`config.mk`:
```
export PLATFORM = sky130hd
export DESIGN_NAME = tilt_balance_pid_controller
export DESIGN_NICKNAME = d
export VERILOG_FILES = /design/src/rtl/tbp_pkg.sv /design/src/rtl/tbp_serial_mul.sv /design/src/rtl/tbp_divider.sv /design/src/rtl/tilt_balance_pid_controller.sv
export SDC_FILE = /design/constraint.sdc
export NUM_CORES = 2
export LEC_CHECK = 0
export BUFFER_PORTS_ARGS = -buffer_cell sky130_fd_sc_hd__buf_4
export CELL_PAD_IN_SITES_DETAIL_PLACEMENT = 2
export CELL_PAD_IN_SITES_GLOBAL_PLACEMENT = 2
export CORE_MARGIN = 2
export CORE_UTILIZATION = 44
export DETAILED_ROUTE_END_ITERATION = 16
export PLACE_DENSITY = 0.89
export SETUP_SLACK_MARGIN = 0.02
export SYNTH_ARGS = -nofsm -noshare
export SYNTH_HDL_FRONTEND = slang
export SYNTH_SLANG_ARGS = --single-unit
```
`constraint.sdc`:
```
create_clock -name clk -period 13.5 [get_ports clk]
set_clock_uncertainty 0.15 [all_clocks]
set_input_delay 2.7 -clock clk [delete_from_list [all_inputs] [get_ports clk]]
set_output_delay 2.7 -clock clk [all_outputs]
set_load 0.05 [all_outputs]
```
`src/rtl/tbp_pkg.sv`:
```
//------------------------------------------------------------------------------
// tbp_pkg
// Shared types, register indexes and multiplier widths of the tilt balance block.
//------------------------------------------------------------------------------
package tbp_pkg;

	localparam int unsigned CfgIdxW = 3;
	localparam int unsigned CfgDataW = 17;

	localparam logic [CfgIdxW-1:0] REG_PROP_GAIN = 3'd0;
	localparam logic [CfgIdxW-1:0] REG_INTEG_GAIN = 3'd1;
	localparam logic [CfgIdxW-1:0] REG_DERIV_GAIN = 3'd2;
	localparam logic [CfgIdxW-1:0] REG_BLEND_WEIGHT = 3'd3;
	localparam logic [CfgIdxW-1:0] REG_STEP_TIME = 3'd4;
	localparam logic [CfgIdxW-1:0] REG_INV_STEP = 3'd5;
	localparam logic [CfgIdxW-1:0] REG_TILT_CUTOFF = 3'd6;
	localparam logic [CfgIdxW-1:0] REG_DRIVE_LIMIT = 3'd7;

	// Serial multiplier operand widths: signed A times unsigned B.
	localparam int unsigned MulAW = 64;
	localparam int unsigned MulBW = 32;
	localparam int unsigned MulPW = MulAW + MulBW;
	localparam int unsigned MulCntW = 5;

	typedef struct packed {
		logic [7:0]  prop_gain;
		logic [7:0]  integ_gain;
		logic [13:0] deriv_gain;
		logic [16:0] blend_weight;
		logic [16:0] step_time;
		logic [9:0]  inv_step;
		logic [10:0] tilt_cutoff;
		logic [14:0] drive_limit;
	} tbp_cfg_t;

	typedef struct packed {
		logic start;
		logic signed [MulAW-1:0] a;
		logic [MulBW-1:0] b;
	} tbp_mul_req_t;

	typedef struct packed {
		logic done;
		logic signed [MulPW-1:0] p;
	} tbp_mul_rsp_t;

endpackage

```
`src/rtl/tbp_serial_mul.sv`:
```
//------------------------------------------------------------------------------
// tbp_serial_mul
// Shift-add multiplier: signed A times unsigned B, one bit of B per cycle.
//------------------------------------------------------------------------------
module tbp_serial_mul (
	input  logic               clk,
	input  logic               arst_n,
	input  tbp_pkg::tbp_mul_req_t req,
	output tbp_pkg::tbp_mul_rsp_t rsp
);
	import tbp_pkg::*;

	logic                    busy_q;
	logic [MulCntW-1:0]      cnt_q;
	logic signed [MulPW-1:0] acc_q;
	logic signed [MulPW-1:0] mcand_q;
	logic [MulBW-1:0]        mplier_q;
	logic                    done_q;

	// One multiplier bit per cycle; multiplicand shifts left as it goes
	always_ff @(posedge clk or negedge arst_n) begin
		if (!arst_n) begin
			busy_q <= 1'b0;
			done_q <= 1'b0;
			cnt_q <= '0;
		end else begin
			done_q <= 1'b0;
			if (req.start) begin
				busy_q <= 1'b1;
				cnt_q <= '0;
			end else if (busy_q) begin
				cnt_q <= cnt_q + 1'b1;
				if (cnt_q == MulCntW'(MulBW - 1)) begin
					busy_q <= 1'b0;
					done_q <= 1'b1;
				end
			end
		end
	end

	always_ff @(posedge clk) begin
		if (req.start) begin
			acc_q <= '0;
			mcand_q <= MulPW'(req.a);
			mplier_q <= req.b;
		end else if (busy_q) begin
			if (mplier_q[0]) acc_q <= acc_q + mcand_q;
			mcand_q <= mcand_q <<< 1;
			mplier_q <= mplier_q >> 1;
		end
	end

	assign rsp.done = done_q;
	assign rsp.p = acc_q;

	ap_done_after_busy: assert property (@(posedge clk) disable iff (!arst_n)
		done_q |-> $past(busy_q)) else $error("done without busy");
	ap_no_start_busy: assert property (@(posedge clk) disable iff (!arst_n)
		busy_q && !req.start |=> busy_q || done_q) else $error("busy lost");
	ap_done_pulse: assert property (@(posedge clk) disable iff (!arst_n)
		done_q |=> !done_q) else $error("done not a pulse");

endmodule

```
`src/rtl/tbp_divider.sv`:
```
//------------------------------------------------------------------------------
// tbp_divider
// Restoring divider, one quotient bit per cycle, truncating toward zero.
//------------------------------------------------------------------------------
module tbp_divider #(
	parameter int unsigned NumW = 72,
	parameter int unsigned DenW = 32
) (
	input  logic                   clk,
	input  logic                   arst_n,
	input  logic                   start,
	input  logic signed [NumW-1:0] num,
	input  logic [DenW-1:0]        den,
	output logic                   done,
	output logic signed [NumW-1:0] quo
);
	localparam int unsigned CntW = $clog2(NumW + 1);

	logic              busy_q;
	logic              done_q;
	logic [CntW-1:0]   cnt_q;
	logic [NumW-1:0]   mag_q;
	logic [DenW:0]     rem_q;
	logic [DenW-1:0]   den_q;
	logic              neg_q;
	logic [DenW:0]     trial;
	logic [DenW:0]     shifted;

	assign shifted = {rem_q[DenW-1:0], mag_q[NumW-1]};
	assign trial = shifted - {1'b0, den_q};

	always_ff @(posedge clk or negedge arst_n) begin
		if (!arst_n) begin
			busy_q <= 1'b0;
			done_q <= 1'b0;
			cnt_q <= '0;
		end else begin
			done_q <= 1'b0;
			if (start) begin
				busy_q <= 1'b1;
				cnt_q <= '0;
			end else if (busy_q) begin
				cnt_q <= cnt_q + 1'b1;
				if (cnt_q == CntW'(NumW - 1)) begin
					busy_q <= 1'b0;
					done_q <= 1'b1;
				end
			end
		end
	end

	// Magnitude shifts out at the top, quotient bits enter at the bottom
	always_ff @(posedge clk) begin
		if (start) begin
			neg_q <= num[NumW-1];
			mag_q <= num[NumW-1] ? NumW'(-num) : NumW'(num);
			rem_q <= '0;
			den_q <= den;
		end else if (busy_q) begin
			if (!trial[DenW]) begin
				rem_q <= trial;
				mag_q <= {mag_q[NumW-2:0], 1'b1};
			end else begin
				rem_q <= shifted;
				mag_q <= {mag_q[NumW-2:0], 1'b0};
			end
		end
	end

	assign done = done_q;
	assign quo = neg_q ? -$signed(mag_q) : $signed(mag_q);

	ap_div_done: assert property (@(posedge clk) disable iff (!arst_n)
		done_q |-> $past(busy_q)) else $error("divider done without busy");
	ap_div_pulse: assert property (@(posedge clk) disable iff (!arst_n)
		done_q |=> !done_q) else $error("divider done not a pulse");
	ap_div_idle: assert property (@(posedge clk) disable iff (!arst_n)
		done_q |-> !busy_q) else $error("divider busy at done");

endmodule

```
`src/rtl/tilt_balance_pid_controller.sv`:
```
//------------------------------------------------------------------------------
// tilt_balance_pid_controller
// Complementary tilt filter followed by an incremental PID drive update.
//------------------------------------------------------------------------------
// Usage:
//   Input channel (in_valid/in_stall) carries accel_angle and gyro_rate_raw.
//   Output channel (out_valid/out_stall) carries motor_drive, filtered_angle
//   and tilt_cut, one result request per input request.
//   Gains and limits are to be written through cfg_we/cfg_idx/cfg_data only
//   while idle; the block itself does not enforce this. A sequencer drives
//   one shared bit-serial 64x32 multiplier (thirteen products) and a
//   bit-serial 72-bit divider (two divisions). in_stall is high from
//   acceptance until the result is presented, so a new sample is taken only
//   after the previous result is presented. The result register holds its
//   value while out_valid and out_stall are both high. A new sample may
//   start meanwhile; its result waits until the held one is taken.
//   Reset clears the filter and PID history and loads the register defaults.
//------------------------------------------------------------------------------
module tilt_balance_pid_controller (
	input  logic                          clk,
	input  logic                          arst_n,
	input  logic                          in_valid,
	output logic                          in_stall,
	input  logic signed [11:0]            accel_angle,
	input  logic signed [15:0]            gyro_rate_raw,
	output logic                          out_valid,
	input  logic                          out_stall,
	output logic signed [15:0]            motor_drive,
	output logic signed [15:0]            filtered_angle,
	output logic                          tilt_cut,
	input  logic                          cfg_we,
	input  logic [tbp_pkg::CfgIdxW-1:0]   cfg_idx,
	input  logic [tbp_pkg::CfgDataW-1:0]  cfg_data
);
	import tbp_pkg::*;

	typedef enum logic [9:0] {
		ST_IDLE  = 10'b0000000001,
		ST_MUL   = 10'b0000000010,
		ST_WMUL  = 10'b0000000100,
		ST_DIV   = 10'b0000001000,
		ST_WDIV  = 10'b0000010000,
		ST_CALC  = 10'b0000100000,
		ST_DONE  = 10'b0001000000,
		ST_OUT   = 10'b0010000000,
		ST_NEXT  = 10'b0100000000,
		ST_HOLD  = 10'b1000000000
	} state_t;

	tbp_cfg_t cfg_q;
	state_t   state_q;
	logic [3:0] step_q;

	logic signed [11:0] accel_q;
	logic signed [15:0] raw_q;
	logic signed [15:0] last_angle_q;
	logic signed [16:0] last_err_q;
	logic signed [16:0] err_prev_q;
	logic signed [31:0] last_drive_q;
	logic signed [71:0] acc_q;
	logic signed [71:0] quo_q;
	logic signed [31:0] rate_q;
	logic signed [15:0] angle_q;
	logic signed [16:0] e_q;
	logic signed [9:0]  i_q;
	logic signed [9:0]  d_q;
	logic signed [31:0] dd_q;
	logic signed [15:0] res_drive_q;
	logic signed [15:0] res_angle_q;
	logic               res_cut_q;
	logic               out_valid_q;

	tbp_mul_req_t mreq;
	tbp_mul_rsp_t mrsp;
	logic               div_start;
	logic signed [71:0] div_num;
	logic [31:0]        div_den;
	logic               div_done;
	logic signed [71:0] div_quo;

	// Configuration writes
	always_ff @(posedge clk or negedge arst_n) begin
		if (!arst_n) begin
			cfg_q.prop_gain <= 8'd30;
			cfg_q.integ_gain <= 8'd0;
			cfg_q.deriv_gain <= 14'd350;
			cfg_q.blend_weight <= 17'd62259;
			cfg_q.step_time <= 17'd3277;
			cfg_q.inv_step <= 10'd20;
			cfg_q.tilt_cutoff <= 11'd450;
			cfg_q.drive_limit <= 15'd500;
		end else if (cfg_we) begin
			unique case (cfg_idx)
				REG_PROP_GAIN: cfg_q.prop_gain <= cfg_data[7:0];
				REG_INTEG_GAIN: cfg_q.integ_gain <= cfg_data[7:0];
				REG_DERIV_GAIN: cfg_q.deriv_gain <= cfg_data[13:0];
				REG_BLEND_WEIGHT: cfg_q.blend_weight <= cfg_data[16:0];
				REG_STEP_TIME: cfg_q.step_time <= cfg_data[16:0];
				REG_INV_STEP: cfg_q.inv_step <= cfg_data[9:0];
				REG_TILT_CUTOFF: cfg_q.tilt_cutoff <= cfg_data[10:0];
				REG_DRIVE_LIMIT: cfg_q.drive_limit <= cfg_data[14:0];
				default: ;
			endcase
		end
	end

	tbp_serial_mul u_mul (.clk(clk), .arst_n(arst_n), .req(mreq), .rsp(mrsp));

	tbp_divider #(.NumW(72), .DenW(32)) u_div (
		.clk(clk), .arst_n(arst_n), .start(div_start), .num(div_num),
		.den(div_den), .done(div_done), .quo(div_quo)
	);

	// Sequence steps:
	//  0 raw*94          1 /1000 -> rate
	//  2 rate*dt         3 sum*w          4 accel*(65536-w) (added << 32)
	//  5 angle/error     6 dd*inv -> d    7 last_drive*65536000
	//  8 p*kp            9 *6553600      10 ki*i  11 *dt  12 *100
	// 13 kd*d  14 *65536  15 divide by 65536000 and finish
	logic signed [17:0] ew;
	logic [11:0]        accel_mag;
	logic signed [17:0] s_sum;
	logic signed [16:0] p_val;
	logic signed [63:0] ma;
	logic [31:0]        mb;
	logic signed [71:0] sum_tmp;
	logic signed [71:0] ang_full;
	logic signed [15:0] ang_sat;
	logic signed [16:0] ang_neg;
	logic signed [17:0] s_half;
	logic signed [9:0]  i_clamp;
	logic signed [31:0] dd_full;
	logic signed [31:0] drv32;
	logic signed [16:0] lim_s;
	logic signed [16:0] drv_cl;
	logic [15:0]        mag;

	// Accel weight can reach 65536 (w = 0) or go negative (w above 65536)
	assign ew = 18'sd65536 - $signed({1'b0, cfg_q.blend_weight});
	// Accel weight product runs sign-magnitude: weight carries the sign
	assign accel_mag = accel_q[11] ? 12'(-13'(accel_q)) : 12'(accel_q);

	always_comb begin
		ma = '0;
		mb = '0;
		unique case (step_q)
			4'd0: begin ma = 64'(raw_q); mb = 32'd94; end
			4'd2: begin ma = 64'(rate_q); mb = 32'(cfg_q.step_time); end
			4'd3: begin ma = acc_q[63:0]; mb = 32'(cfg_q.blend_weight); end
			4'd4: begin
				ma = accel_q[11] ? 64'(-ew) : 64'(ew);
				mb = 32'(accel_mag);
			end
			4'd6: begin ma = 64'(dd_q); mb = 32'(cfg_q.inv_step); end
			4'd7: begin ma = 64'(last_drive_q); mb = 32'd65536000; end
			4'd8: begin ma = 64'(p_val); mb = 32'(cfg_q.prop_gain); end
			4'd9: begin ma = acc_q[63:0]; mb = 32'd6553600; end
			4'd10: begin ma = 64'(i_q); mb = 32'(cfg_q.integ_gain); end
			4'd11: begin ma = acc_q[63:0]; mb = 32'(cfg_q.step_time); end
			4'd12: begin ma = acc_q[63:0]; mb = 32'd100; end
			4'd13: begin ma = 64'(d_q); mb = 32'(cfg_q.deriv_gain); end
			4'd14: begin ma = acc_q[63:0]; mb = 32'd65536; end
			default: begin ma = '0; mb = '0; end
		endcase
	end

	assign p_val = e_q - last_err_q;
	assign mreq.start = (state_q == ST_MUL);
	assign mreq.a = ma;
	assign mreq.b = mb;

	// Divider is used for /1000 and /65536000
	assign div_start = (state_q == ST_DIV);
	assign div_num = quo_q;
	assign div_den = (step_q == 4'd1) ? 32'd1000 : 32'd65536000;

	// Angle saturation and error terms from the Q32 blend
	assign ang_full = acc_q >>> 32;
	assign ang_sat = (acc_q < 0 && acc_q[31:0] != 0) ?
		((ang_full + 72'sd1 > 72'sd32767) ? 16'sd32767 :
		 (ang_full + 72'sd1 < -72'sd32768) ? -16'sd32768 : 16'(ang_full + 72'sd1)) :
		((ang_full > 72'sd32767) ? 16'sd32767 :
		 (ang_full < -72'sd32768) ? -16'sd32768 : 16'(ang_full));
	assign ang_neg = -17'(ang_sat);
	assign s_sum = 18'(ang_neg) + 18'(last_err_q);
	assign s_half = s_sum >>> 1;
	assign i_clamp = (s_half > 18'sd300) ? 10'sd300 :
		(s_half < -18'sd300) ? -10'sd300 : 10'(s_half);
	assign dd_full = 32'(ang_neg) - (32'(last_err_q) <<< 1) + 32'(err_prev_q);

	// Drive saturation and clamp
	assign drv32 = (quo_q > 72'sd2147483647) ? 32'h7fffffff :
		(quo_q < -72'sd2147483648) ? 32'h80000000 : 32'(quo_q);
	assign lim_s = $signed({2'b0, cfg_q.drive_limit});
	assign drv_cl = (drv32 > 32'(lim_s)) ? lim_s :
		(drv32 < -32'(lim_s)) ? -lim_s : 17'(drv32);
	assign mag = angle_q[15] ? 16'(-angle_q) : 16'(angle_q);

	always_ff @(posedge clk or negedge arst_n) begin
		if (!arst_n) begin
			state_q <= ST_IDLE;
			step_q <= '0;
			out_valid_q <= 1'b0;
			last_angle_q <= '0;
			last_err_q <= '0;
			err_prev_q <= '0;
			last_drive_q <= '0;
		end else begin
			if (out_valid_q && !out_stall) out_valid_q <= 1'b0;
			unique case (state_q)
				ST_IDLE: if (in_valid) begin
					state_q <= ST_MUL;
					step_q <= '0;
				end
				ST_MUL: state_q <= ST_WMUL;
				ST_WMUL: if (mrsp.done) state_q <= ST_CALC;
				ST_DIV: state_q <= ST_WDIV;
				ST_WDIV: if (div_done) state_q <= ST_CALC;
				ST_CALC: begin
					step_q <= step_q + 1'b1;
					unique case (step_q) inside
						4'd0, 4'd14: state_q <= ST_DIV;
						4'd1, 4'd2, 4'd3, 4'd5, 4'd6, 4'd7, 4'd8, 4'd9,
						4'd10, 4'd11, 4'd12, 4'd13: state_q <= ST_MUL;
						4'd4: state_q <= ST_NEXT;
						default: state_q <= ST_DONE;
					endcase
				end
				ST_NEXT: begin
					state_q <= ST_MUL;
					step_q <= step_q + 1'b1;
				end
				ST_DONE: begin
					err_prev_q <= last_err_q;
					last_err_q <= e_q;
					last_angle_q <= angle_q;
					if (mag > 16'(cfg_q.tilt_cutoff)) last_drive_q <= drv32;
					else last_drive_q <= 32'(drv_cl);
					state_q <= ST_HOLD;
				end
				ST_HOLD: if (!out_valid_q || !out_stall) state_q <= ST_OUT;
				ST_OUT: begin
					out_valid_q <= 1'b1;
					state_q <= ST_IDLE;
				end
				default: state_q <= ST_IDLE;
			endcase
		end
	end

	// Datapath registers
	always_ff @(posedge clk) begin
		unique case (state_q)
			ST_IDLE: if (in_valid) begin
				accel_q <= accel_angle;
				raw_q <= gyro_rate_raw;
			end
			ST_WDIV: if (div_done) quo_q <= div_quo;
			ST_WMUL: if (mrsp.done) quo_q <= 72'(mrsp.p);
			ST_CALC: begin
				case (step_q) inside
					4'd0: begin
						acc_q <= '0;
					end
					4'd1: rate_q <= 32'(quo_q);
					4'd2: acc_q <= quo_q + (72'(last_angle_q) <<< 16);
					4'd3: acc_q <= quo_q;
					4'd4: acc_q <= acc_q + (quo_q <<< 32);
					4'd6: begin
						d_q <= (quo_q > 72'sd300) ? 10'sd300 :
							(quo_q < -72'sd300) ? -10'sd300 : 10'(quo_q);
						sum_tmp <= '0;
					end
					4'd7: sum_tmp <= quo_q;
					4'd8: acc_q <= quo_q;
					4'd9: sum_tmp <= sum_tmp + quo_q;
					4'd10, 4'd11, 4'd13: acc_q <= quo_q;
					4'd12: sum_tmp <= sum_tmp + quo_q;
					4'd14: begin
						sum_tmp <= sum_tmp + quo_q;
						quo_q <= sum_tmp + quo_q;
					end
					default: ;
				endcase
			end
			ST_NEXT: begin
				angle_q <= ang_sat;
				e_q <= ang_neg;
				i_q <= i_clamp;
				dd_q <= dd_full;
			end
			// Result register loads only once the held result is gone
			ST_HOLD: if (!out_valid_q || !out_stall) begin
				res_angle_q <= angle_q;
				if (mag > 16'(cfg_q.tilt_cutoff)) begin
					res_drive_q <= '0;
					res_cut_q <= 1'b1;
				end else begin
					res_drive_q <= 16'(drv_cl);
					res_cut_q <= 1'b0;
				end
			end
			default: ;
		endcase
		if (state_q == ST_CALC && step_q == 4'd0) quo_q <= quo_q;
	end

	assign in_stall = (state_q != ST_IDLE);
	assign out_valid = out_valid_q;
	assign motor_drive = res_drive_q;
	assign filtered_angle = res_angle_q;
	assign tilt_cut = res_cut_q;

	ap_one_hot: assert property (@(posedge clk) disable iff (!arst_n)
		$onehot(state_q)) else $error("state not one-hot");
	ap_out_after_seq: assert property (@(posedge clk) disable iff (!arst_n)
		$rose(out_valid_q) |-> $past(state_q == ST_OUT))
		else $error("result without sequence");
	ap_cut_zero: assert property (@(posedge clk) disable iff (!arst_n)
		out_valid_q && res_cut_q |-> res_drive_q == 16'sd0)
		else $error("drive not zero at cutoff");

endmodule
```
After elaboration in Yosys (flattened, before gate mapping)
Index checks and enable logic that the tools add are counted.
- add/subtract/negate cells: 22
- $mul: 0
- divide/modulo/power cells: 0
- order comparisons: 14
- equal/unequal tests: 56
- shifts and indexed selects: 0
- muxes and demuxes: 84
- bitwise gates (word level): 6
- reductions and logical operators: 42
- operator list (operator ; number):
    two-way mux 72 bit ; 32
    one-hot mux 64 bit (9 select lines) ; 1
    one-hot mux 26 bit (12 select lines) ; 1
    one-hot mux 72 bit (3 select lines) ; 1
    two-way mux 32 bit ; 6
    two-way mux 96 bit ; 2
    adder 72 bit ; 2
    negator 72 bit ; 2
    adder 96 bit ; 1
    two-way mux 16 bit ; 6
    one-hot mux 10 bit (9 select lines) ; 1
    adder 72 x 32 -> 72 bit ; 1
    greater-than comparator 72 x 10 -> 1 bit (second input constant) ; 1
    greater-than comparator 72 x 16 -> 1 bit (second input constant) ; 1
    greater-than comparator 72 x 32 -> 1 bit (second input constant) ; 1
    less-than comparator 72 x 1 -> 1 bit (second input constant) ; 1
    less-than comparator 72 x 10 -> 1 bit (second input constant) ; 1
    less-than comparator 72 x 16 -> 1 bit (second input constant) ; 1
    less-than comparator 72 x 32 -> 1 bit (second input constant) ; 1
    two-way mux 64 bit ; 1
    negator 18 -> 64 bit ; 1
    two-way mux 10 bit ; 6
    adder 40 x 2 -> 41 bit (second input constant) ; 1
    greater-than comparator 40 x 16 -> 1 bit (second input constant) ; 1
    77 further kinds ; 151
- flip-flop bits (word level): 968
- bits in latches: 0
- memory bits (writable): 0
- memory bits (read-only): 0
- input port bits: 53
- word-level logic and storage cells: 268
- memories kept: 0

Depth between registers and ports, before layout
- depth after elaboration: 14
- gate-level depth with buffers: 28

By module
From an unflattened synthesis, not the netlist that was laid out.
- cells, all modules: 7402
- area total of the unflattened synthesis: 67410.9 um^2
- by module, submodules not included (module ; times used ; cells an instance ; area each (um^2) ; seq. area each (um^2)):
    tilt_balance_pid_controller ; 1 ; 4595 ; 41957.7 ; 16395.7
    tbp_serial_mul ; 1 ; 1624 ; 14784.2 ; 5940.7
    tbp_divider ; 1 ; 1183 ; 10669.0 ; 4018.9

Least setup slack after synthesis
No wires, ideal clock.
- path type: register -> register
- start point: register step_q[0]
- end point: register sum_tmp[0] (enable)
- library setup time: 591 ps
- arrival time: 6588 ps
- data required time: 12759 ps
- path slack: 6172 ps
- cell stages (with the launch flop): 9
- path buffers: 4
- clock period less this slack: 7328 ps
- cell sequence: dfrtp_1 inv_1 ha_1 clkbuf_1 and2_1 clkbuf_1 buf_1 clkbuf_1 nor3_1
- word-level cells in the longest chain between the ends: 4
- elaborated cells on any way between the ends: 24
- classes of those cells: eq/ne: 15; bitwise: 5; reduce/logical: 4
- RTL lines (item ; RTL line ; RTL):
    from (decl) ; tilt_balance_pid_controller.sv:52 ; logic [3:0] step_q;
    from (signal assigned) ; tilt_balance_pid_controller.sv:220 ; step_q <= step_q + 1'b1;
    from (signal assigned) ; tilt_balance_pid_controller.sv:231 ; step_q <= step_q + 1'b1;
    equality test 4 bit ; - ;
    OR reduction 3 bit ; tilt_balance_pid_controller.sv:261 ; case (step_q) inside
    != test 4 bit (no source line) ; - ;
    AND reduction 9 bit (no source line) (*) ; - ;
    to (signal assigned) ; tilt_balance_pid_controller.sv:274 ; 4'd7: sum_tmp <= quo_q;
    to (signal assigned) ; tilt_balance_pid_controller.sv:276 ; 4'd9: sum_tmp <= sum_tmp + quo_q;
    to (signal assigned) ; tilt_balance_pid_controller.sv:278 ; 4'd12: sum_tmp <= sum_tmp + quo_q;
    to (decl) ; tilt_balance_pid_controller.sv:126 ; logic signed [71:0] sum_tmp;
Every way passes the cells marked *; elsewhere a longest branch is shown, timed or not.
A chain may end at the register's enable or synchronous reset.

Worst setup path in the final report
- start point: register acc_q[32]
- end point: register dd_q[17] (data pin)
- word-level cells in the longest chain between the ends: 8
- elaborated cells on any way between the ends: 15
- classes of those cells: add/sub: 4; order compare: 5; mux: 5; reduce/logical: 1
- RTL lines (item ; RTL line ; RTL):
    from (decl) ; tilt_balance_pid_controller.sv:60 ; logic signed [71:0] acc_q;
    from (signal assigned) ; tilt_balance_pid_controller.sv:266 ; 4'd2: acc_q <= quo_q + (72'(last_angle_q) <<< 16);
    from (signal assigned) ; tilt_balance_pid_controller.sv:267 ; 4'd3: acc_q <= quo_q;
    from (signal assigned) ; tilt_balance_pid_controller.sv:268 ; 4'd4: acc_q <= acc_q + (quo_q <<< 32);
    adder 40 x 2 -> 41 bit ; tilt_balance_pid_controller.sv:181 ; (ang_full + 72'sd1 < -72'sd32768) ? -16'sd32768 : 16'(ang_full + 72'sd1)) :
    less-than comparator 72 x 16 -> 1 bit ; tilt_balance_pid_controller.sv:181 ;
    two-way mux 16 bit ; tilt_balance_pid_controller.sv:181 ;
    two-way mux 16 bit ; tilt_balance_pid_controller.sv:180 ; ((ang_full + 72'sd1 > 72'sd32767) ? 16'sd32767 :
    two-way mux 16 bit (*) ; tilt_balance_pid_controller.sv:179 ; assign ang_sat = (acc_q < 0 && acc_q[31:0] != 0) ?
    negator 16 -> 17 bit (*) ; tilt_balance_pid_controller.sv:184 ; assign ang_neg = -17'(ang_sat);
    via ang_neg[2] ; tilt_balance_pid_controller.sv:129 ; logic signed [16:0] ang_neg;
    subtractor 17 x 18 -> 19 bit (*) ; tilt_balance_pid_controller.sv:189 ; assign dd_full = 32'(ang_neg) - (32'(last_err_q) <<< 1) + 32'(err_prev_q);
    adder 19 x 17 -> 20 bit (*) ; tilt_balance_pid_controller.sv:189 ;
    via dd_full[17] ; tilt_balance_pid_controller.sv:132 ; logic signed [31:0] dd_full;
    to (signal assigned) ; tilt_balance_pid_controller.sv:290 ; dd_q <= dd_full;
    to (decl) ; tilt_balance_pid_controller.sv:67 ; logic signed [31:0] dd_q;
Mark *: on every way through the listed nets, which the timed path passes. The rest lies on a longest branch.

==> run metrics <==
worst hold-check path type=flip-flop to flip-flop; worst-margin pin slew=1570 ps; Switch Pwr=5.78 mW; Seq pwr share=33.4%; crit path kind=flip-flop to flip-flop; max-slew violation count=2; initial antenna violation count=18; mux contribution to synthesized area=2.41%; Antenna Nets Post-Route=0; hold_sp=u_mul.done_q$_DFF_PN0_; GRT overflow=0; worst hold stages=1; Resized cells post-CTS=0; fin util=48.8%; FFs w/ async S/R, synth=24.4%; slowest CP cell=nor2_1; share of layout cells above drive strength 1=9.48%; r2r worst-path depth=25; Vias/cell=6.99; Pre-antenna DRT Iters=8; Root Driver=clkbuf_16; top-area cell type share of the netlist area=27.5%; Worst R2R End=dd_q[17]$_DFFE_PP_; Final Cell Area=0.0669 sq mm; Worst Setup SP=acc_q[32]$_SDFFCE_PP0P_; CTS tree=done; Hold EP=state_q[2]$_DFFE_PN0P_; Synth Area in Simple Gates=17.1%; WL per Instance=36.2 microns; vias in the first global route=65.3k; largest family of logic cells by synthesized area=compound AO/OA/AOI/OAI gates; clock share of power=24.4%; Final Hold Viols=0; PnR worst setup slack=4420 ps; worst-path maximum fanout=17; MaxCap Viol Count=1; failing checks=max-capacitance violations, max-slew violations; Lkg Pwr=27.0 nW; nets@finish=7168; Comb pwr share=42.2%; xor/xnor cell area share of the yosys netlist=7.00%; number of synthesized flops with an enable pin=554; first-pass GRT wire length=455000 microns; WP data arrival=9450 ps; Post-Synth Adder-Cell Area=8.81%; clock-pin slew on the worst setup and hold paths=70 ps; VDD IR max=139 uV; area of the core=0.137 sq mm; clk sinks=870; I/O pin cnt=88; First DRT Iteration DRCs=6935; Placement Setup Slack=4990 ps; critical path's top delay family=compound AO/OA/AOI/OAI gates; total power=13.0 mW; compound-cell area share of the yosys netlist=21.3%; FP Rows=136; PortBufs=87; power per cell area=195 mW/mm^2; worst hold margin=349 ps; total CTS buffers=106; Synth area leaders=edfxtp_1 28%, ha_1 8.0%, dfrtp_1 7.1%; crit path time final=9080 ps; total die area=0.140 sq mm; internal cell power=7.27 mW; Final setup viols=0; P&R area growth vs syn=10.6%; routed via count=60.1k; Placed Area=0.0632 sq mm; CP endpoint kind=flip-flop; outcome=finished with violations; Net Sw Frac=44.3%; period utilization=67.2%; Yosys cell types=105; RePlAce Congestion=0.974; max_slew headroom=-5.49%; Top cell by count, worst path=a21oi_1; Worst Path Required=13880 ps; syn_nets=7193; #FFs+latches synth=870; # DRC=0; Buf+Inv Stages, Crit Path=0; count of placed standard cells including taps=8389; largest net degree at the start of global routing=100; Post-CTS Setup Inserts=0; final wirelength=311000 microns; r2r setup slk=4420 ps; Die Height=375 microns; Initial Utilization=44.2%; Mapped Area=0.0605 sq mm; unrepaired setup endpoints after global routing=no; Post-Syn Area per Cell=8.99 sq um; Fin Setup TNS=0 ps; fmax=110 MHz; Clock Tree Buf Depth=3; r2r startpoint=acc_q[32]$_SDFFCE_PP0P_; worst skew pair latency=820 ps; hpwl dp=208000 microns; Total GRT Usage=43.4%; Critical Path Max Stage Delay=610 ps; # hold bufs at CTS=0; Mapped Cells=6728; register area share after synthesis=39.8%; Top FF cell, synth=edfxtp_1; Setup crit start kind=flip-flop; Ys Warns=0; die width=375 microns; Post-Layout Cell Count=8592; area leader, netlist=edfxtp_1; H-tree depth=3
==> metal layers <==
layer	global-route usage, %	part of all wire [%]
met3	9.44	7.9
met1	47.6	35
met5	0.0343	0.029
met4	39.8	11
met2	70.3	46
==> power groups by stage <==
stage	clock (mW)	sequential [mW]	combinational [mW]
2_1_floorplan	0	3.96	3.47
3_3_place_gp	0	4.24	4.61
3_5_place_dp	0	4.31	5.04
4_1_cts	3.16	4.31	5.35
5_1_grt	3.24	4.36	5.87
6_report	3.18	4.36	5.51
==> placed cells by master (no fill, tap or decap), types with 209 or more instances in the layout <==
cell type	count
buf_4	209
xnor2_1	260
nand2_1	893
nor2_1	486
ha_1	389
xor2_1	220
edfxtp_1	554
o21ai_0	497
a21oi_1	676
inv_1	222
==> worst max path at each step <==
stage / end / slack [ps] / depth (start not counted)
2_1_floorplan: sum_tmp[0]$_SDFFCE_PP0P_ / 6170 / 8
3_3_place_gp: dd_q[18]$_DFFE_PP_ / 5510 / 25
3_5_place_dp: dd_q[17]$_DFFE_PP_ / 4990 / 25
4_1_cts: dd_q[17]$_DFFE_PP_ / 4720 / 25
5_1_grt: dd_q[17]$_DFFE_PP_ / 4150 / 25
6_report: dd_q[17]$_DFFE_PP_ / 4420 / 25
==> Yosys cell counts, drive strengths merged (104+ instances only) <==
library cell,number
xor2,220
nand3,121
nand2,898
edfxtp,554
nor3,115
nor2,489
dfrtp,172
dfxtp,104
xnor2,261
a21o,152
a21oi,678
o21ai,514
clkbuf,295
inv,224
ha,389
==> worst register-to-register path: cells and delay by family, from the launching register on <==
family / cells / cell delay, ps
compound gates: 15 / 4560
fa+ha+maj: 3 / 1090
simple gates: 5 / 1980
xor+xnor: 2 / 480
flops: 1 / 510
==> cells by family (layout without fill, tap and decap cells) <==
group | after synthesis | after routing
AND/OR/NAND/NOR | 2207 | 2207
AO/OA/AOI/OAI | 2052 | 2052
flip-flops | 870 | 870
buffers and inverters | 572 | 638
XOR/XNOR | 482 | 482
adder cells (fa/ha/maj) | 412 | 412
multiplexers | 133 | 133
other | 0 | 4
==> final cells by class <==
| cell class | count | area, sq um |
|---|---|---|
| Fill cell | 14321 | 70100 |
| Multi-Input combinational cell | 5286 | 34400 |
| Sequential cell | 870 | 24100 |
| Clock buffer | 149 | 3030 |
| Tap cell | 1794 | 2240 |
| Timing Repair Buffer | 211 | 1600 |
| Inverter | 228 | 856 |
| Clock inverter | 50 | 644 |
| Antenna cell | 4 | 10.0 |
==> flip-flops by register name (all words and copies together) (netlist names), 12 cells and up <==
signal          cells
last_drive_q       32
last_angle_q       16
acc_q              72
last_err_q         16
angle_q            16
accel_q            12
div_num            72
rate_q             32
u_mul.acc_q        72
dd_q               20
u_div.rem_q        32
motor_drive        16
sum_tmp            72
err_prev_q         17
cfg_q             100
u_mul.mcand_q      72
e_q                16
u_mul.mplier_q     26
u_div.mag_q        72
raw_q              16
filtered_angle     16
Note: power is estimated with default switching activity, not from simulation.
